===== src/rtl/page_span_allocator_assert.svh =====
// ----------------------------------------------------------------------------
// page_span_allocator_assert.svh
// Assertion macros for the page span allocator.
// ----------------------------------------------------------------------------
`ifndef PAGE_SPAN_ALLOCATOR_ASSERT_SVH
`define PAGE_SPAN_ALLOCATOR_ASSERT_SVH
`ifndef SYNTHESIS
`define PSA_ASSERT_IMPL(label, clk, rst_n, prop, msg) \
	label: assert property (@(posedge clk) disable iff (!rst_n) prop) else $error(msg);
`define PSA_NEVER(label, clk, rst_n, cond, msg) \
	label: assert property (@(posedge clk) disable iff (!rst_n) !(cond)) else $error(msg);
`else
`define PSA_ASSERT_IMPL(label, clk, rst_n, prop, msg)
`define PSA_NEVER(label, clk, rst_n, cond, msg)
`endif
`endif


===== src/rtl/psa_pkg.sv =====
// ----------------------------------------------------------------------------
// psa_pkg
// Shared types and constants of the page span allocator.
// ----------------------------------------------------------------------------
package psa_pkg;
	localparam int unsigned MaxSpanPages = 128;
	localparam int unsigned RecordSlots = 1024;
	localparam int unsigned PageShift = 12;
	localparam int unsigned PageW = 36;
	localparam int unsigned CountW = 8;

	localparam logic [1:0] ST_OK = 2'd0;
	localparam logic [1:0] ST_ZERO = 2'd1;
	localparam logic [1:0] ST_REGION = 2'd2;
	localparam logic [1:0] ST_NOREC = 2'd3;

	localparam logic CFG_BASE = 1'b0;
	localparam logic CFG_END = 1'b1;

	typedef enum logic [3:0] {
		S_INIT,
		S_IDLE,
		S_SCAN,
		S_POP,
		S_READ,
		S_SPLIT,
		S_REFILL,
		S_APPEND,
		S_DONE
	} state_t;

	typedef struct packed {
		logic init_step;
		logic load;
		logic scan_step;
		logic pop;
		logic read_rec;
		logic split;
		logic refill;
		logic append;
		logic finish;
	} cmd_t;

	typedef struct packed {
		logic init_done;
		logic zero_req;
		logic found;
		logic scan_end;
		logic remainder;
		logic region_bad;
		logic spare_empty;
		logic need_rec;
	} sts_t;
endpackage


===== src/rtl/psa_ctrl.sv =====
// ----------------------------------------------------------------------------
// psa_ctrl
// Sequencer for the page span allocator.
// ----------------------------------------------------------------------------
module psa_ctrl (
	input  logic           clk,
	input  logic           arst_n,
	input  logic           start,
	input  psa_pkg::sts_t  sts,
	output logic           busy,
	output psa_pkg::cmd_t  cmd
);
	import psa_pkg::*;
	`include "page_span_allocator_assert.svh"

	state_t state_q, state_d;

	always_ff @(posedge clk or negedge arst_n) begin
		if (!arst_n) state_q <= S_INIT;
		else state_q <= state_d;
	end

	always_comb begin
		state_d = state_q;
		cmd = '0;
		busy = 1'b1;
		unique case (state_q)
			S_INIT: begin
				cmd.init_step = 1'b1;
				if (sts.init_done) state_d = S_IDLE;
			end
			S_IDLE: begin
				busy = 1'b0;
				if (start) begin
					cmd.load = 1'b1;
					state_d = S_SCAN;
				end
			end
			S_SCAN: begin
				cmd.scan_step = 1'b1;
				if (sts.zero_req) begin
					cmd.finish = 1'b1;
					state_d = S_IDLE;
				end else if (sts.found) state_d = S_POP;
				else if (sts.scan_end) state_d = S_REFILL;
			end
			S_POP: begin
				cmd.pop = 1'b1;
				state_d = S_READ;
			end
			S_READ: begin
				cmd.read_rec = 1'b1;
				state_d = S_SPLIT;
			end
			S_SPLIT: begin
				cmd.split = 1'b1;
				state_d = sts.remainder ? S_APPEND : S_DONE;
			end
			S_REFILL: begin
				cmd.refill = 1'b1;
				if (sts.region_bad || (sts.need_rec && sts.spare_empty)) begin
					cmd.finish = 1'b1;
					state_d = S_IDLE;
				end else state_d = sts.need_rec ? S_APPEND : S_DONE;
			end
			S_APPEND: begin
				cmd.append = 1'b1;
				state_d = S_DONE;
			end
			S_DONE: begin
				cmd.finish = 1'b1;
				state_d = S_IDLE;
			end
			default: state_d = S_IDLE;
		endcase
	end

	`PSA_NEVER(a_idle_not_busy, clk, arst_n, (state_q == S_IDLE) && busy, "idle yet busy")
	`PSA_ASSERT_IMPL(a_start_loads, clk, arst_n, (start && !busy) |=> (state_q == S_SCAN), "request not taken")
	`PSA_NEVER(a_finish_idle, clk, arst_n, cmd.finish && (state_d != S_IDLE), "finish without idle")
endmodule


===== config.mk =====
export PLATFORM = sky130hd
export DESIGN_NAME = psa_ctrl
export DESIGN_NICKNAME = d
export VERILOG_FILES = /design/src/rtl/psa_pkg.sv /design/src/rtl/psa_ctrl.sv
export VERILOG_INCLUDE_DIRS = /design/src /design/src/rtl
export SDC_FILE = /design/constraint.sdc
export NUM_CORES = 1
export LEC_CHECK = 0
export BUFFER_PORTS_ARGS = -buffer_cell sky130_fd_sc_hd__buf_2
export CORE_AREA = 5 5 42 44
export CTS_CLUSTER_SIZE = 8
export DETAILED_ROUTE_END_ITERATION = 10
export DIE_AREA = 0 0 47 49
export PLACE_DENSITY = 0.63
export SYNTH_ARGS = -nofsm -noshare
export SYNTH_HDL_FRONTEND = slang
export SYNTH_SLANG_ARGS = --single-unit

===== constraint.sdc =====
create_clock -name clk -period 1.73 [get_ports clk]
set_clock_uncertainty 0.2 [all_clocks]
set_input_delay 0.173 -clock clk [delete_from_list [all_inputs] [get_ports clk]]
set_output_delay 0.173 -clock clk [all_outputs]
set_load 0.05 [all_outputs]

==> summary.md, run 1 <==
| Metric | Value |
|---|---|
| Outcome | `completed` |
| Multi-input gate area | `between 300 and 400 um2` |
| DR vias | `458` |
| Clock latency on the worst-skew pair | `~0.24 ns` |
| RSZ-0062 raised after global routing | `true` |
| Setup CP Type | `reg -> out` |
| CTS clock-pin slew for the worst setup and hold paths | `0.04 ns` |
| Min Tclk post-route | `around 1.7 ns` |
| Slew HR | `81.3%` |
| Post-DRT Antenna Nets | `0` |
| Layout cells sized above 1 | `60.8%` |
| DIE WIDTH | `roughly 47 um` |
| Final setup fails | `0` |
| Die Y-Extent | `a little under 50 um` |
| Worst path required time | `1.36 ns` |
| Seq pwr share | `about a fifth` |
| DRC | `0` |
| Initial DRC count | `3` |
| Grt total ovfl | `0` |
| Predominant post-synthesis flop cell | `dfrtp_1` |
| Setup slack after layout | `0.0258 ns` |
| Die area | `~0.0023 mm2` |
| Initial core utilization | `between 20% and 30%` |
| Clk pwr share | `a little over a tenth` |
| Critical path capture point type | `primary output` |
| Worst slack at placement | `roughly 0.11 ns` |
| Sequential share of the synthesized area | `between 20% and 30%` |
| Row cnt | `14` |
| First-pass GRT wire length | `~1800 um` |
| Final count of hold timing violations | `0` |
| Pin count of the biggest net entering global routing | `12` |
| Via-to-Cell Ratio | `5.09` |
| I/O pins | `21` |
| Final period util | `a little over nine tenths` |
| Largest cells by area after synthesis | `dfrtp_1 24%, nor2_1 8.2%, buf_6 8.2%` |
| TritonCTS clock tree | `done` |
| Initial antenna violation count | `0` |
| Critical Path Source Type | `flip-flop` |
| Hold WC Path Type | `in -> reg` |
| Worst-Margin Slew | `around 0.28 ns` |
| Gpl congestion | `a little over 0.8` |
| Switching Fraction | `about 53%` |
| Synth top area share | `between 20% and 30%` |
| Filler instances | `150` |
| Max Fclk | `approximately 600 MHz` |
| Clock Path Buffers | `2` |
| Number of buffers added on ports | `20` |
| Syn Nets | `60` |
| Clk sinks | `4` |
| Cell count after synthesis | `49` |
| Area after DPL | `between 500 and 600 um2` |
| NumNets Final | `87` |
| Post-CTS Setup Bufs | `0` |
| Power density cells | `~1700 mW/mm2` |
| Fin util | `between 40% and 50%` |
| Synth Cell Area | `a little over 400 um2` |
| Core region area | `approximately 0.0014 mm2` |
| TritonRoute pass-1 iters | `3` |
| Post-Route WL | `1110 um` |
| Top flop regs | `state_q: 4 flops` |
| Avg WL per Cell | `12.3 um` |
| Post-synth top cells | `9 x nor2_1, 4 x dfrtp_1` |
| Antenna Cells | `0` |
| Syn avg cell area | `8.38 um2` |
| P&R area growth vs syn | `58.8%` |
| Leading area contributor after synthesis | `dfrtp_1` |
| Critical-path maximum fanout | `5` |
| Crit path arrival time | `1.33 ns` |
| Total track usage | `a little over a tenth` |
| H-tree levels | `1` |
| Ys async rst share | `100%` |
| Total CTS buffers | `3` |
| P_int | `between 0.5 and 0.6 mW` |
| YS warnings | `0` |
| P_leak | `roughly 0.27 nW` |
| Post-DP HPWL | `~870 um` |
| FF+latch count, synth | `4` |
| Pins Over Slew Limit | `0` |
| Design Area, Final | `652 um2` |
| EDFF count, synth | `0` |
| MaxCap Viol Count | `0` |
| Biggest register | `state_q` |
| Max reg flops | `4` |
| FF/Latch Area | `105 um2` |
| Most common cell in the netlist | `nor2_1` |
| Max VDD drop | `approximately 0.63 mV` |
| Yosys cell types | `26` |
| Vias in the first global route | `~410` |
| Psw | `between 0.5 and 0.6 mW` |
| Combinational power share | `approximately 70%` |
| Root Buffer | `clkbuf_4` |
worst paths after layout:
path | end | slack (ns) | cells past startpoint | start
min | state_q[1] | 0.05 | 3 | sts[6]
max reg2reg | state_q[0] | 0.18 | 5 | state_q[2]
max in group asynchronous | state_q[0] | 1.13 | 2 | arst_n
min reg2reg | state_q[2] | 0.51 | 3 | state_q[2]
max | cmd[0] | 0.03 | 5 | state_q[2]
min in group asynchronous | state_q[3] | 0.06 | 2 | arst_n
cell families after synthesis:
family          after synthesis  synth area share (%)
flops                         4                  24.4
simple gates                 30                  45.4
buf+inv                       5                  10.7
compound gates               10                  19.5
power groups by stage:
| stage | clock network, mW | registers, mW | logic [mW] |
|---|---|---|---|
| global route | 0.129 | 0.231 | 0.836 |
| CTS | 0.120 | 0.221 | 0.746 |
| finish | 0.117 | 0.223 | 0.785 |
| floorplan | 0 | 0.151 | 0.645 |
| global placement | 0 | 0.214 | 0.699 |
| detailed placement | 0 | 0.216 | 0.695 |
per-layer routing:
metal  track usage [%]  vias to the layer above  wire, um
met5                 0                        -         0
met4              6.91                        0        11
met3              3.69                        2        64
met2              14.7                       16       558
met1              14.0                      210       476
li1                  -                      230         -
area by class of cell:
| type | count | area share [%] |
|---|---|---|
| tap | 16 | 3.07 |
| inverter | 2 | 1.54 |
| multi-input combinational | 40 | 47.2 |
| sequential | 4 | 16.1 |
| clock buffer | 3 | 3.45 |
| timing repair buffer | 25 | 28.6 |
through the flow:
stage / total power [mW] / std cells / setup TNS (ns) / hold slack (ns)
after CTS: 1.09 / 90 / 0 / 0.0481
final: 1.13 / 90 / 0 / 0.0480
after detailed placement: 0.911 / 85 / 0 / -0.221
after floorplan: 0.796 / 49 / -0.482 / -0.323
after global routing: 1.20 / 90 / -0.0658 / 0.0848
after global placement: 0.913 / 85 / 0 / -0.220
worst max-delay path, cell delays in order (launching register included):
cell	delay, ns
dfrtp_2	0.42
inv_4	0.05
a211o_1	0.22
a31oi_1	0.20
nor2_2	0.05
buf_6	0.15
cells in the final DEF, fill, tap and decap left out, types with 2 or more instances in the layout:
cell,count
buf_2,10
a31oi_1,2
nand2_1,3
nor3_1,2
buf_4,4
clkbuf_4,7
nor2_2,2
nor2b_2,2
nor3b_1,2
nand2b_4,2
a211oi_1,2
nor3_2,2
dlygate4sd3_1,2
dfrtp_2,4
nor2_1,6
buf_6,5
what timing repair did:
action                                  in CTS  in global routing
hold buffers                                 2                  0
endpoints found under the hold margin        5                  0
pin swaps                                    1                  2
gates resized for setup                     12                  9
endpoints found under the setup margin      10                  9
Power figures use the tool's default switching activity.
==> run 2: changes to the inputs <==
--- a/config.mk
+++ b/config.mk
@@ -11,6 +11,7 @@
 export CTS_CLUSTER_SIZE = 8
 export DETAILED_ROUTE_END_ITERATION = 10
 export DIE_AREA = 0 0 47 49
+export HOLD_SLACK_MARGIN = 0.08
 export PLACE_DENSITY = 0.63
 export SYNTH_ARGS = -nofsm -noshare
 export SYNTH_HDL_FRONTEND = slang
==> run 2 against run 1 <==
Clock-buffer cell count did not move. Die area did not move. Final cell count rose by 2.2%. Flip-flop and latch count did not move. Setup slack got worse by 0.0011 ns. Utilization rose by 1.4 points. Sequential power barely moved. Total power rose by 0.33%. Worst hold slack improved by 0.039 ns. Fmax barely moved. Clock power barely moved. First-iteration DRC count did not move. Critical endpoint unchanged. Largest cell class unchanged.
==> summary.md, run 2 (synthesis gave the netlist of run 1 again) <==
| Metric | Value |
|---|---|
| Commonest cells after routing, fill and taps aside | `10 x buf_2, 7 x clkbuf_4, 6 x nor2_1` |
| Die area | `around 0.0023 mm2` |
| MaxCap Viol Count | `0` |
| Top flop regs | `state_q: 4 flops` |
| Critical Path Source Type | `flip-flop` |
| Outcome | `completed` |
| Max VDD drop | `0.630 mV` |
| Die Y-Extent | `49 um` |
| WP buf/inv | `2` |
| Area after DPL | `556 um2` |
| Worst Reg-to-Reg Cells | `5` |
| Clock latency on the worst-skew pair | `0.24 ns` |
| Clk sinks | `4` |
| Initial antenna violation count | `0` |
| Post-DRT Antenna Nets | `0` |
| Total track usage | `11.2%` |
| Worst path required time | `approximately 1.4 ns` |
| Clock Path Buffers | `2` |
| Worst Setup EP | `cmd[0]` |
| Slew HR | `between 80% and 90%` |
| Total CTS buffers | `3` |
| I/O pins | `21` |
| Worst r2r src | `state_q[2]` |
| Post-DP HPWL | `868 um` |
| Avg WL per Cell | `about 12 um` |
| Design Area, Final | `approximately 670 um2` |
| Gpl congestion | `0.822` |
| Worst-path cell chain | `inv_4, a211o_1, a31oi_1, nor2_2, buf_6` |
| P_leak | `around 0.28 nW` |
| FF/Latch Area | `between 100 and 150 um2` |
| Hold WC Path Type | `in -> reg` |
| Total chip power | `between 1 and 1.5 mW` |
| Multi-input gate area | `308 um2` |
| Vias in the first global route | `420` |
| TritonCTS clock tree | `done` |
| P&R area growth vs syn | `63.7%` |
| DRC | `0` |
| Reg2reg setup slack | `0.18 ns` |
| Critical path capture point type | `primary output` |
| Worst-Margin Slew | `~0.28 ns` |
| Inst Count DP | `85` |
| Post-CTS Setup Bufs | `0` |
| Grt total ovfl | `0` |
| Power density cells | `roughly 1700 mW/mm2` |
| First-pass GRT wire length | `about 1800 um` |
| Post-Route WL | `around 1100 um` |
| TritonRoute pass-1 iters | `3` |
| Initial core utilization | `29.3%` |
| Antenna Cells | `0` |
| CTS clock-pin slew for the worst setup and hold paths | `around 0.040 ns` |
| Final setup fails | `0` |
| Layout cells sized above 1 | `slightly below 60%` |
| Final hold slack | `between 0.08 and 0.09 ns` |
| Number of buffers added on ports | `20` |
| Largest delay share family, worst path | `compound AO/OA/AOI/OAI gates` |
| Pin count of the biggest net entering global routing | `12` |
| Hold path startpoint | `sts[1]` |
| Final Non-Filler Cells | `between 90 and 100` |
| NumNets Final | `89` |
| Crit path arrival time | `1.33 ns` |
| Pins Over Slew Limit | `0` |
| Initial DRC count | `3` |
| Min Tclk post-route | `approximately 1.7 ns` |
| Core region area | `approximately 0.0014 mm2` |
| Root Buffer | `clkbuf_4` |
| Most common cell after layout, fill and taps aside | `buf_2` |
| Fin util | `a little under half` |
| Critical-path maximum fanout | `5` |
| Crit path depth | `5` |
| Max Fclk | `roughly 590 MHz` |
| Final count of hold timing violations | `0` |
| Via-to-Cell Ratio | `about 5.0` |
| CP max stage cell | `dfrtp_2` |
| H-tree levels | `1` |
| Setup CP Type | `reg -> out` |
| Crit path launch | `state_q[2]` |
| Final period util | `about 99%` |
| Row cnt | `14` |
| DIE WIDTH | `around 47 um` |
| Max reg flops | `4` |
| Filler instances | `approximately 150` |
| Biggest register | `state_q` |
| RR Endpoint | `state_q[0]` |
| DR vias | `approximately 460` |
| RSZ-0062 raised after global routing | `true` |
| Slowest cell delay on critical path | `about 0.42 ns` |
==> run 2: changes by cell type in the layout (fill, tap and decap cells not counted) <==
cell           change
dlygate4sd3_1      +2
==> run 2: final cells by class <==
cell class	instances	share of cell area [%]
Sequential cell	4	15.6
Tap cell	16	2.98
Inverter	2	1.49
Clock buffer	3	3.35
Timing Repair Buffer	27	30.7
Multi-Input combinational cell	40	45.8
==> run 2: routing by layer <==
layer | track usage, % | up-vias | share of wire, %
met3 | 3.69 | 2 | 5.6
met4 | 6.91 | 0 | 0.97
li1 | - | 234 | -
met5 | 0 | - | 0
met1 | 14.4 | 212 | 42
met2 | 15.4 | 16 | 51
==> run 2: worst min-delay path by stage <==
stage	cells after the start	slack (ns)	end
after floorplan	0	-0.32	state_q[0]
after CTS	4	0.09	state_q[1]
after global routing	4	0.12	state_q[1]
after detailed placement	1	-0.22	state_q[2]
after global placement	1	-0.22	state_q[2]
final	4	0.09	state_q[1]
==> run 2: metrics by stage <==
| stage | TNS [ns] | setup slack [ns] |
|---|---|---|
| 2_1_floorplan | -0.482 | -0.298 |
| 3_3_place_gp | 0 | 0.122 |
| 3_5_place_dp | 0 | 0.107 |
| 4_1_cts | 0 | 0.00876 |
| 5_1_grt | -0.0658 | -0.0519 |
| 6_report | 0 | 0.0246 |
==> run 2: timing repair <==
action / 4_1_cts / 5_1_grt
setup endpoints to repair: 10 / 9
gates cloned: 0 / 0
pin swaps: 1 / 2
gates resized for setup: 12 / 9
hold endpoints to repair: 6 / 0
hold buffers: 4 / 0
==> run 2: where the power goes <==
group	switching (mW)	total, mW	leakage (nW)	internal, mW
registers	0.0945	0.223	0.0468	0.129
logic	0.464	0.789	0.221	0.325
clock network	0.0395	0.117	0.0138	0.0777
==> run 2: tightest hold or removal path, delay by kind of cell <==
family / cells / cell delay (ns)
compound gates: 1 / 0.08
buf+inv: 1 / 0.09
simple gates: 2 / 0.15
